**src/rtl/core/assert_macros.svh**
```systemverilog
// ----------------------------------------------------------------------------
// Assertion macros
// Clocked concurrent assertion wrappers shared by the scanner RTL.
// ----------------------------------------------------------------------------
`ifndef ASSERT_MACROS_SVH
`define ASSERT_MACROS_SVH

`ifndef NO_ASSERTIONS

// check prop at every clock edge outside reset
`define ASSERT_CLK(label, prop) \
  label: assert property (@(posedge clk) disable iff (!rst_n) prop) \
    else $error("assertion failed");

// check prop at every clock edge, reset included
`define ASSERT_ALWAYS(label, prop) \
  label: assert property (@(posedge clk) prop) \
    else $error("assertion failed");

`else

`define ASSERT_CLK(label, prop)
`define ASSERT_ALWAYS(label, prop)

`endif

`endif

```
**src/rtl/core/ncas_pkg.sv**
```systemverilog
// ----------------------------------------------------------------------------
// ncas_pkg
// Types, codes and helpers of the nested comment / code block scanner.
// ----------------------------------------------------------------------------
package ncas_pkg;

  localparam int DEPTH_BITS = 8;

  typedef logic [DEPTH_BITS-1:0] depth_t;
  localparam depth_t DEPTH_MAX = '1;
  localparam depth_t DEPTH_ONE = depth_t'(1);

  localparam logic [2:0] MODE_IDLE     = 3'd0;
  localparam logic [2:0] MODE_LEAD     = 3'd1;
  localparam logic [2:0] MODE_CMT_OPEN = 3'd2;
  localparam logic [2:0] MODE_CMT      = 3'd3;
  localparam logic [2:0] MODE_BLK      = 3'd4;
  localparam logic [2:0] MODE_BLK_STR  = 3'd5;
  localparam logic [2:0] MODE_BLK_CMT  = 3'd6;

  localparam logic [1:0] PEND_NONE = 2'd0;
  localparam logic [1:0] PEND_OPEN = 2'd1;
  localparam logic [1:0] PEND_STAR = 2'd2;

  localparam logic [1:0] KIND_COMMENT = 2'd0;
  localparam logic [1:0] KIND_QUOTE   = 2'd1;
  localparam logic [1:0] KIND_BLOCK   = 2'd2;

  localparam int ALLOW_COMMENT = 0;
  localparam int ALLOW_QUOTE   = 1;
  localparam int ALLOW_BLOCK   = 2;

  localparam logic [7:0] CH_NUL    = 8'h00;
  localparam logic [7:0] CH_TAB    = 8'h09;
  localparam logic [7:0] CH_CR     = 8'h0D;
  localparam logic [7:0] CH_SPACE  = 8'h20;
  localparam logic [7:0] CH_DQUOTE = 8'h22;
  localparam logic [7:0] CH_APOS   = 8'h27;
  localparam logic [7:0] CH_LPAREN = 8'h28;
  localparam logic [7:0] CH_RPAREN = 8'h29;
  localparam logic [7:0] CH_STAR   = 8'h2A;
  localparam logic [7:0] CH_BSLASH = 8'h5C;
  localparam logic [7:0] CH_LBRACE = 8'h7B;
  localparam logic [7:0] CH_RBRACE = 8'h7D;

  typedef struct packed {
    logic       str_open;
    logic [2:0] mode;
    logic [1:0] pend;
    logic       skip;
    depth_t     cdepth;
    depth_t     bdepth;
    logic [2:0] allow;
  } scan_state_t;

  typedef struct packed {
    logic       consumed;
    logic       skipped;
    logic       token_done;
    logic       found;
    logic [1:0] token_kind;
  } scan_res_t;

  typedef struct packed {
    logic [1:0] pend;
    depth_t     depth;
    logic       close;
  } cmt_step_t;

  typedef struct packed {
    scan_state_t st;
    scan_res_t   res;
  } scan_step_t;

  function automatic depth_t sat_inc(depth_t v);
    return (v == DEPTH_MAX) ? v : v + DEPTH_ONE;
  endfunction

  function automatic depth_t sat_dec(depth_t v);
    return (v == '0) ? v : v - DEPTH_ONE;
  endfunction

  function automatic logic is_blank(logic [7:0] b);
    return (b == CH_SPACE) || (b >= CH_TAB && b <= CH_CR);
  endfunction

endpackage

```
**src/rtl/core/ncas_in_if.sv**
```systemverilog
// ----------------------------------------------------------------------------
// ncas_in_if
// Byte request channel of the scanner: valid/ready plus one lookahead byte.
// ----------------------------------------------------------------------------
interface ncas_in_if;
  logic       valid;
  logic       ready;
  logic [7:0] byte_in;
  logic       start_req;
  logic       want_block;
  logic       want_quote;
  logic       want_comment;

  modport source (
    output valid, byte_in, start_req, want_block, want_quote, want_comment,
    input  ready
  );

  modport sink (
    input  valid, byte_in, start_req, want_block, want_quote, want_comment,
    output ready
  );
endinterface

```
**src/rtl/core/ncas_out_if.sv**
```systemverilog
// ----------------------------------------------------------------------------
// ncas_out_if
// Result channel of the scanner: valid/ready plus per-byte scan status.
// ----------------------------------------------------------------------------
interface ncas_out_if;
  logic       valid;
  logic       ready;
  logic       consumed;
  logic       skipped;
  logic       token_done;
  logic       found;
  logic [1:0] token_kind;

  modport source (
    output valid, consumed, skipped, token_done, found, token_kind,
    input  ready
  );

  modport sink (
    input  valid, consumed, skipped, token_done, found, token_kind,
    output ready
  );
endinterface

```
**src/rtl/core/ncas_step.sv**
```systemverilog
// ----------------------------------------------------------------------------
// ncas_step
// Next-state and result logic of the scanner for one lookahead byte.
// ----------------------------------------------------------------------------
module ncas_step import ncas_pkg::*; (
  input  scan_state_t cur,
  input  logic [7:0]  byte_in,
  input  logic        start_req,
  input  logic        want_block,
  input  logic        want_quote,
  input  logic        want_comment,
  output scan_state_t nxt,
  output scan_res_t   res
);

  function automatic cmt_step_t cmt_byte(logic [1:0] pend, depth_t d, logic [7:0] b);
    cmt_step_t r;
    logic      stop;
    r.pend  = pend;
    r.depth = d;
    r.close = 1'b0;
    stop    = 1'b0;
    if (pend == PEND_OPEN) begin
      r.pend = PEND_NONE;
      if (b == CH_STAR) begin
        r.depth = sat_inc(d);
        stop    = 1'b1;
      end
    end else if (pend == PEND_STAR) begin
      r.pend = PEND_NONE;
      if (b == CH_RPAREN) begin
        r.depth = sat_dec(d);
        r.close = (r.depth == '0);
        stop    = 1'b1;
      end
    end
    if (!stop) begin
      if (b == CH_LPAREN) begin
        r.pend = PEND_OPEN;
      end else if (b == CH_STAR) begin
        r.pend = PEND_STAR;
      end
    end
    return r;
  endfunction

  function automatic scan_step_t blk_byte(scan_state_t st, logic [7:0] b);
    scan_step_t r;
    logic       handled;
    r.st           = st;
    r.res          = '0;
    r.res.consumed = 1'b1;
    handled        = 1'b0;
    if (st.pend == PEND_OPEN) begin
      r.st.pend = PEND_NONE;
      if (b == CH_STAR) begin
        r.st.mode   = MODE_BLK_CMT;
        r.st.cdepth = DEPTH_ONE;
        handled     = 1'b1;
      end
    end
    if (!handled && st.skip) begin
      r.st.skip = 1'b0;
      handled   = 1'b1;
    end
    if (!handled) begin
      case (b)
        CH_LPAREN: r.st.pend = PEND_OPEN;
        CH_APOS:   r.st.skip = 1'b1;
        CH_DQUOTE: r.st.mode = MODE_BLK_STR;
        CH_LBRACE: r.st.bdepth = sat_inc(st.bdepth);
        CH_RBRACE: begin
          if (st.bdepth == DEPTH_ONE) begin
            r.st.mode          = MODE_IDLE;
            r.res.consumed     = 1'b0;
            r.res.token_done   = 1'b1;
            r.res.found        = 1'b1;
            r.res.token_kind   = KIND_BLOCK;
          end else begin
            r.st.bdepth = sat_dec(st.bdepth);
          end
        end
        default: ;
      endcase
    end
    return r;
  endfunction

  scan_state_t s;
  scan_step_t  bs;
  cmt_step_t   cs;

  always_comb begin
    s   = cur;
    res = '0;
    bs  = '0;
    cs  = '0;
    if (start_req) begin
      s.allow  = {want_block, want_quote, want_comment};
      s.mode   = MODE_LEAD;
      s.pend   = PEND_NONE;
      s.skip   = 1'b0;
      s.cdepth = '0;
      s.bdepth = '0;
    end
    if (s.mode == MODE_IDLE || s.mode > MODE_BLK_CMT) begin
      s.mode = MODE_IDLE;
    end else if (byte_in == CH_NUL) begin
      res.token_done = 1'b1;
      if (s.mode == MODE_CMT) begin
        res.found      = 1'b1;
        res.token_kind = KIND_COMMENT;
      end else if (s.mode >= MODE_BLK ||
                   (s.mode == MODE_LEAD && s.allow[ALLOW_BLOCK])) begin
        res.found      = 1'b1;
        res.token_kind = KIND_BLOCK;
      end
      s.mode = MODE_IDLE;
      s.pend = PEND_NONE;
      s.skip = 1'b0;
    end else begin
      unique case (s.mode)
        MODE_LEAD: begin
          if (is_blank(byte_in)) begin
            res.consumed = 1'b1;
            res.skipped  = 1'b1;
          end else if (s.allow[ALLOW_BLOCK]) begin
            s.mode   = MODE_BLK;
            s.bdepth = DEPTH_ONE;
            bs       = blk_byte(s, byte_in);
            s        = bs.st;
            res      = bs.res;
          end else if (s.allow[ALLOW_QUOTE] && byte_in == CH_DQUOTE) begin
            s.str_open     = !s.str_open;
            s.mode         = MODE_IDLE;
            res.consumed   = 1'b1;
            res.token_done = 1'b1;
            res.found      = 1'b1;
            res.token_kind = KIND_QUOTE;
          end else if (!s.str_open && s.allow[ALLOW_COMMENT] &&
                       byte_in == CH_LPAREN) begin
            s.mode       = MODE_CMT_OPEN;
            res.consumed = 1'b1;
          end else begin
            s.mode         = MODE_IDLE;
            res.token_done = 1'b1;
          end
        end
        MODE_CMT_OPEN: begin
          if (byte_in == CH_STAR) begin
            s.mode       = MODE_CMT;
            s.cdepth     = DEPTH_ONE;
            res.consumed = 1'b1;
          end else begin
            s.mode         = MODE_IDLE;
            res.token_done = 1'b1;
          end
        end
        MODE_CMT: begin
          cs           = cmt_byte(s.pend, s.cdepth, byte_in);
          s.pend       = cs.pend;
          s.cdepth     = cs.depth;
          res.consumed = 1'b1;
          if (cs.close) begin
            s.mode         = MODE_IDLE;
            res.token_done = 1'b1;
            res.found      = 1'b1;
            res.token_kind = KIND_COMMENT;
          end
        end
        MODE_BLK: begin
          bs  = blk_byte(s, byte_in);
          s   = bs.st;
          res = bs.res;
        end
        MODE_BLK_STR: begin
          if (s.skip) begin
            s.skip = 1'b0;
          end else if (byte_in == CH_BSLASH) begin
            s.skip = 1'b1;
          end else if (byte_in == CH_DQUOTE) begin
            s.mode = MODE_BLK;
          end
          res.consumed = 1'b1;
        end
        MODE_BLK_CMT: begin
          cs       = cmt_byte(s.pend, s.cdepth, byte_in);
          s.pend   = cs.pend;
          s.cdepth = cs.depth;
          if (cs.close) begin
            s.mode = MODE_BLK;
          end
          res.consumed = 1'b1;
        end
        default: s.mode = MODE_IDLE;
      endcase
    end
    nxt = s;
  end

endmodule

```
**src/rtl/core/ncas_out_reg.sv**
```systemverilog
// ----------------------------------------------------------------------------
// ncas_out_reg
// Result register: holds one scan result until the receiver takes it.
// ----------------------------------------------------------------------------
module ncas_out_reg import ncas_pkg::*; (
  input  logic             clk,
  input  logic             rst_n,
  input  logic             load,
  input  scan_res_t        res,
  output logic             free,
  ncas_out_if.source       out_ch
);

  logic      valid_r;
  logic      valid_nxt;
  scan_res_t res_r;

  assign free      = !valid_r || out_ch.ready;
  assign valid_nxt = load ? 1'b1 : (out_ch.ready ? 1'b0 : valid_r);

  always_ff @(posedge clk) begin
    if (!rst_n) begin
      valid_r <= 1'b0;
    end else begin
      valid_r <= valid_nxt;
    end
  end

  always_ff @(posedge clk) begin
    if (load) begin
      res_r <= res;
    end
  end

  assign out_ch.valid      = valid_r;
  assign out_ch.consumed   = res_r.consumed;
  assign out_ch.skipped    = res_r.skipped;
  assign out_ch.token_done = res_r.token_done;
  assign out_ch.found      = res_r.found;
  assign out_ch.token_kind = res_r.token_kind;

endmodule

```
**src/rtl/core/nested_comment_action_scanner_core.sv**
```systemverilog
// ----------------------------------------------------------------------------
// nested_comment_action_scanner_core
// Scans one token per request over a byte stream, one byte per request.
//
// in_ch carries one lookahead byte per request with start_req and the allowed
// token kinds; out_ch returns exactly one status per byte: consumed, skipped,
// token_done, found and token_kind. A byte with consumed 0 must be resent.
// Latency: a result is valid the cycle after its byte is accepted.
// Throughput: one byte per cycle unless stalled; the scan state updates in a
// single pass of logic between the scan state register and result register.
// in_ch.ready stays high while the result register is empty or being taken,
// so a stalled receiver holds one result and stops further bytes.
// Reset clears the scan state (idle, outside string, depths zero) and empties
// the result register; no clearing pass is needed.
// ----------------------------------------------------------------------------
`include "assert_macros.svh"

module nested_comment_action_scanner_core import ncas_pkg::*; (
  input  logic       clk,
  input  logic       rst_n,
  ncas_in_if.sink    in_ch,
  ncas_out_if.source out_ch
);

  scan_state_t state_r;
  scan_state_t state_nxt;
  scan_res_t   step_res;
  logic        free;
  logic        accept;

  assign in_ch.ready = free;
  assign accept      = in_ch.valid && free;

  ncas_step u_step (
    .cur          (state_r),
    .byte_in      (in_ch.byte_in),
    .start_req    (in_ch.start_req),
    .want_block   (in_ch.want_block),
    .want_quote   (in_ch.want_quote),
    .want_comment (in_ch.want_comment),
    .nxt          (state_nxt),
    .res          (step_res)
  );

  ncas_out_reg u_out_reg (
    .clk    (clk),
    .rst_n  (rst_n),
    .load   (accept),
    .res    (step_res),
    .free   (free),
    .out_ch (out_ch)
  );

  always_ff @(posedge clk) begin
    if (!rst_n) begin
      state_r <= '0;
    end else if (accept) begin
      state_r <= state_nxt;
    end
  end

  `ASSERT_CLK(a_accept_shows_result, accept |=> out_ch.valid)
  `ASSERT_CLK(a_skip_is_consumed,
    out_ch.valid && out_ch.skipped |-> out_ch.consumed && !out_ch.token_done)
  `ASSERT_CLK(a_kind_needs_found,
    out_ch.valid && !(out_ch.found && out_ch.token_done) |-> out_ch.token_kind == KIND_COMMENT)
  `ASSERT_CLK(a_block_depth_nonzero,
    state_r.mode == MODE_BLK || state_r.mode == MODE_BLK_STR ||
    state_r.mode == MODE_BLK_CMT |-> state_r.bdepth != '0)
  `ASSERT_CLK(a_comment_depth_nonzero,
    state_r.mode == MODE_CMT || state_r.mode == MODE_BLK_CMT |-> state_r.cdepth != '0)

endmodule

```
**src/flat_wrapper.sv**
```systemverilog
// flat-port wrapper written by rule: the top's interface ports become plain ports
module nested_comment_action_scanner_core_flat import ncas_pkg::*;
  (clk, rst_n, in_ch_valid, in_ch_byte_in, in_ch_start_req, in_ch_want_block, in_ch_want_quote, in_ch_want_comment, in_ch_ready, out_ch_valid, out_ch_consumed, out_ch_skipped, out_ch_token_done, out_ch_found, out_ch_token_kind, out_ch_ready);
  ncas_in_if in_ch_i ();
  ncas_out_if out_ch_i ();
  input  logic clk;
  input  logic rst_n;
  input wire logic [$bits(in_ch_i.valid)-1:0] in_ch_valid;
  input wire logic [$bits(in_ch_i.byte_in)-1:0] in_ch_byte_in;
  input wire logic [$bits(in_ch_i.start_req)-1:0] in_ch_start_req;
  input wire logic [$bits(in_ch_i.want_block)-1:0] in_ch_want_block;
  input wire logic [$bits(in_ch_i.want_quote)-1:0] in_ch_want_quote;
  input wire logic [$bits(in_ch_i.want_comment)-1:0] in_ch_want_comment;
  output wire logic [$bits(in_ch_i.ready)-1:0] in_ch_ready;
  output wire logic [$bits(out_ch_i.valid)-1:0] out_ch_valid;
  output wire logic [$bits(out_ch_i.consumed)-1:0] out_ch_consumed;
  output wire logic [$bits(out_ch_i.skipped)-1:0] out_ch_skipped;
  output wire logic [$bits(out_ch_i.token_done)-1:0] out_ch_token_done;
  output wire logic [$bits(out_ch_i.found)-1:0] out_ch_found;
  output wire logic [$bits(out_ch_i.token_kind)-1:0] out_ch_token_kind;
  input wire logic [$bits(out_ch_i.ready)-1:0] out_ch_ready;
  assign in_ch_i.valid = in_ch_valid;
  assign in_ch_i.byte_in = in_ch_byte_in;
  assign in_ch_i.start_req = in_ch_start_req;
  assign in_ch_i.want_block = in_ch_want_block;
  assign in_ch_i.want_quote = in_ch_want_quote;
  assign in_ch_i.want_comment = in_ch_want_comment;
  assign in_ch_ready = in_ch_i.ready;
  assign out_ch_valid = out_ch_i.valid;
  assign out_ch_consumed = out_ch_i.consumed;
  assign out_ch_skipped = out_ch_i.skipped;
  assign out_ch_token_done = out_ch_i.token_done;
  assign out_ch_found = out_ch_i.found;
  assign out_ch_token_kind = out_ch_i.token_kind;
  assign out_ch_i.ready = out_ch_ready;
  nested_comment_action_scanner_core u_core (.clk(clk), .rst_n(rst_n), .in_ch(in_ch_i), .out_ch(out_ch_i));
endmodule
```
**config.mk**
```make
export PLATFORM = sky130hd
export DESIGN_NAME = nested_comment_action_scanner_core_flat
export DESIGN_NICKNAME = d
export VERILOG_FILES = /design/src/rtl/core/ncas_pkg.sv /design/src/rtl/core/ncas_in_if.sv /design/src/rtl/core/ncas_out_if.sv /design/src/rtl/core/ncas_step.sv /design/src/rtl/core/ncas_out_reg.sv /design/src/rtl/core/nested_comment_action_scanner_core.sv /design/src/flat_wrapper.sv
export VERILOG_INCLUDE_DIRS = /design/src /design/src/rtl/core
export SDC_FILE = /design/constraint.sdc
export NUM_CORES = 1
export LEC_CHECK = 0
export BUFFER_PORTS_ARGS = -buffer_cell sky130_fd_sc_hd__buf_2
export CAP_MARGIN = 15
export CORE_MARGIN = 1.5
export CORE_UTILIZATION = 45
export DETAILED_ROUTE_END_ITERATION = 8
export SYNTH_ARGS = -nofsm -noshare
export SYNTH_HDL_FRONTEND = slang
export SYNTH_SLANG_ARGS = --single-unit
```
**constraint.sdc**
```tcl
create_clock -name clk -period 3.87 [get_ports clk]
set_clock_uncertainty 0.05 [all_clocks]
set_input_delay 1.161 -clock clk [delete_from_list [all_inputs] [get_ports clk]]
set_output_delay 1.161 -clock clk [all_outputs]
set_load 0.01 [all_outputs]
```
==> results.cfg <==
[setup_path]
endpoint_kind = flop
crit_start = in_ch_start_req
worstSetupEndpoint = u_core.u_out_reg.out_ch.token_done
worst_r2r_path_depth = 6
reg2reg_slack_ns = 0.99
worstSetupPathType = input pin to flop
rr_endpoint = u_core.state_r[12]
critical_path_peak_fanout = 5
critPathLaunchType = input pin
r2r_start = u_core.state_r[22]
worstPathArrival_ns = 3.46
required_ns = 3.95

[route]
drtAntennaViolNets = 0
drc = 0
drt_first_pass_iters = 5
dr.first_iter.drc_count = 450
drt_wl_total_um = 12000
wire_per_inst_um = 19.8
via_count = 4098
viasPerCell = 6.76

[synth]
ys.flop_type = dfxtp_1
synth_area_um2 = 3630
avgSynthCellArea_um2 = 7.39
ys_top_cells_by_area = dfxtp_1 15%, edfxtp_1 5.0%, a21oi_1 4.8%
ys_seq_area_share_pct = 19.9
yosysWarnings = 0
synthCells = 491
yosys_register_bits = 33
syn_nets = 512
yosysTopAreaCell = dfxtp_1
synth_edf_count = 6
async_flop_share_pct = 0
synth.distinct_cells = 89
yosys.area.top_type_share_pct = 14.9

[cts]
htreeDepth = 2
holdBufCountCts = 0
clock_latency_ns = 0.29
cts_tree = done
clock-sinks = 33
clockBufferDepth = 2
cts_resized = 0
cts_setup_buffers = 0
clk_pin_slew_worst_paths_ns = 0.06
root_buffer = clkbuf_8
cts-buffers-inserted = 5

[global_route]
grt_pass1_vias = 3840
grt_max_degree = 58
grt_pass1_wl_um = 19400
grt_use_total_pct = 28.3
overflow = 0
antenna_found_initial = 0

[finish]
final_nets = 524
layout_commonest_cell = nand2_1
area_delta_synth_final_pct = 7.93
layout.area.seq_um2 = 721
multiInputGateArea_um2 = 2670
drive_above_1_share_pct = 14.3
fillers = 805
layout_common_cells = 41 x nand2_1, 39 x nor2_1, 35 x a21oi_1
diodes = 0

[power]
p_switching_mw = 0.252
p_leak_nw = 1.33
internal_power_mw = 0.598
power.share.sequential_pct = 42.9
power_frac_comb_pct = 18.4
sw_frac_of_total_pct = 29.6
total_power_mw = 0.849
powerDensity_nw_per_um2 = 217
ir_drop_v = 0.000164
power_frac_clock_pct = 38.7

[sta]
post-route-min-period_ns = 3.38
slew_headroom_pct = 49.5
drv_slew = 0
hold_slack_ns = 0.449
fin_crit_sh_pct = 87.5
fmax_ghz = 0.295
setup_viol = 0
rsz0062_at_grt = no
tightest_slew_ns = 0.752
setup_tns_ns = 0
finalHoldViolations = 0

[floorplanning]
dieArea_um2 = 8610
die_x_um = 92.8
core_area_um2 = 7770
rows = 32
ios = 24
die_y_um = 92.8
initial_core_util_pct = 46.7

[run]
maxCapViolCount = 0

[placement]
port-buffer-count = 23
hpwl_um = 8820
finalWeightedCongestion = 0.937

[outcome]
status = finished clean

[min_path]
holdCritPathClass = flop to flop
[stage by stage]
| step | setup slack [ns] | cell area (µm²) | instances | utilization, % |
|---|---|---|---|---|
| final | 0.486 | 3920 | 606 | 50.4 |
| after CTS | 0.500 | 3920 | 606 | 50.4 |
| after floorplan | 0.236 | 3630 | 491 | - |
| after global placement | 0.342 | 3810 | 598 | 49.0 |
| after global routing | 0.242 | 3920 | 606 | 50.4 |
| after detailed placement | 0.215 | 3810 | 598 | 49.0 |
[sequential cells by signal, summed over array words and instances, names as in the netlist]
register                            count
u_core.u_out_reg.out_ch.found           1
u_core.state_r                         26
u_core.u_out_reg.out_ch.consumed        1
u_core.u_out_reg.out_ch.valid           1
u_core.u_out_reg.out_ch.token_done      1
u_core.u_out_reg.out_ch.token_kind      2
u_core.u_out_reg.out_ch.skipped         1
[cells in the mapped netlist, types with 7 or more instances]
master	instances
inv_1	17
o31ai_1	8
buf_2	11
nor2_1	39
clkbuf_1	12
nand2b_1	13
o21ai_0	32
dfxtp_1	27
a211oi_1	7
nor3_1	16
mux2i_1	8
a31oi_1	13
nand4_1	8
nand2_1	41
a21oi_1	35
nor4_1	11
or3_1	15
nand3_1	20
nor2b_1	12
[worst min-delay path by stage]
stage | endpoint | slack (ns) | cells after the start | startpoint
floorplan | u_core.state_r[2] | 0.41 | 2 | u_core.state_r[2]
global placement | u_core.state_r[0] | 0.43 | 2 | u_core.state_r[0]
detailed placement | u_core.state_r[2] | 0.43 | 2 | u_core.state_r[2]
CTS | u_core.state_r[2] | 0.44 | 2 | u_core.state_r[2]
global route | u_core.state_r[1] | 0.49 | 2 | u_core.state_r[1]
finish | u_core.state_r[2] | 0.45 | 2 | u_core.state_r[2]
[area by class of cell]
class	count	area share [%]
clock buffers	6	1.85
clock inverters	2	0.863
inverters	19	1.82
multi-input cells	409	68.2
flip-flops and latches	33	18.4
well taps	102	3.26
repair buffers	35	5.56
[routing by layer]
metal,routed length (µm),track usage [%],up-vias
li1,-,-,1911
met1,4980,34.0,1932
met2,5590,49.1,192
met3,887,4.93,63
met4,555,12.4,0
met5,0,0,-
[worst max-delay path, cell delays in order]
cell,delay (ns)
buf_2,0.12
clkinv_1,0.18
nand2_1,0.22
ha_1,0.19
nor4b_2,0.26
mux2_2,0.38
o41ai_1,0.34
nand4b_1,0.24
o32a_1,0.24
a31oi_1,0.14
[kinds of logic after synthesis]
family / after synthesis / share of synthesized area [%]
simple gates: 225 / 37.1
compound gates: 165 / 31.0
buf+inv: 49 / 6.48
flops: 33 / 19.9
mux: 9 / 2.52
fa+ha+maj: 6 / 2.00
xor+xnor: 4 / 0.966
[power by group through the flow]
stage / clock network, mW / registers (mW) / logic (mW)
floorplan: 0 / 0.371 / 0.102
global placement: 0 / 0.372 / 0.151
detailed placement: 0 / 0.372 / 0.152
CTS: 0.333 / 0.364 / 0.152
global route: 0.345 / 0.366 / 0.168
finish: 0.329 / 0.364 / 0.156
Note: power is estimated with default switching activity, not from simulation.
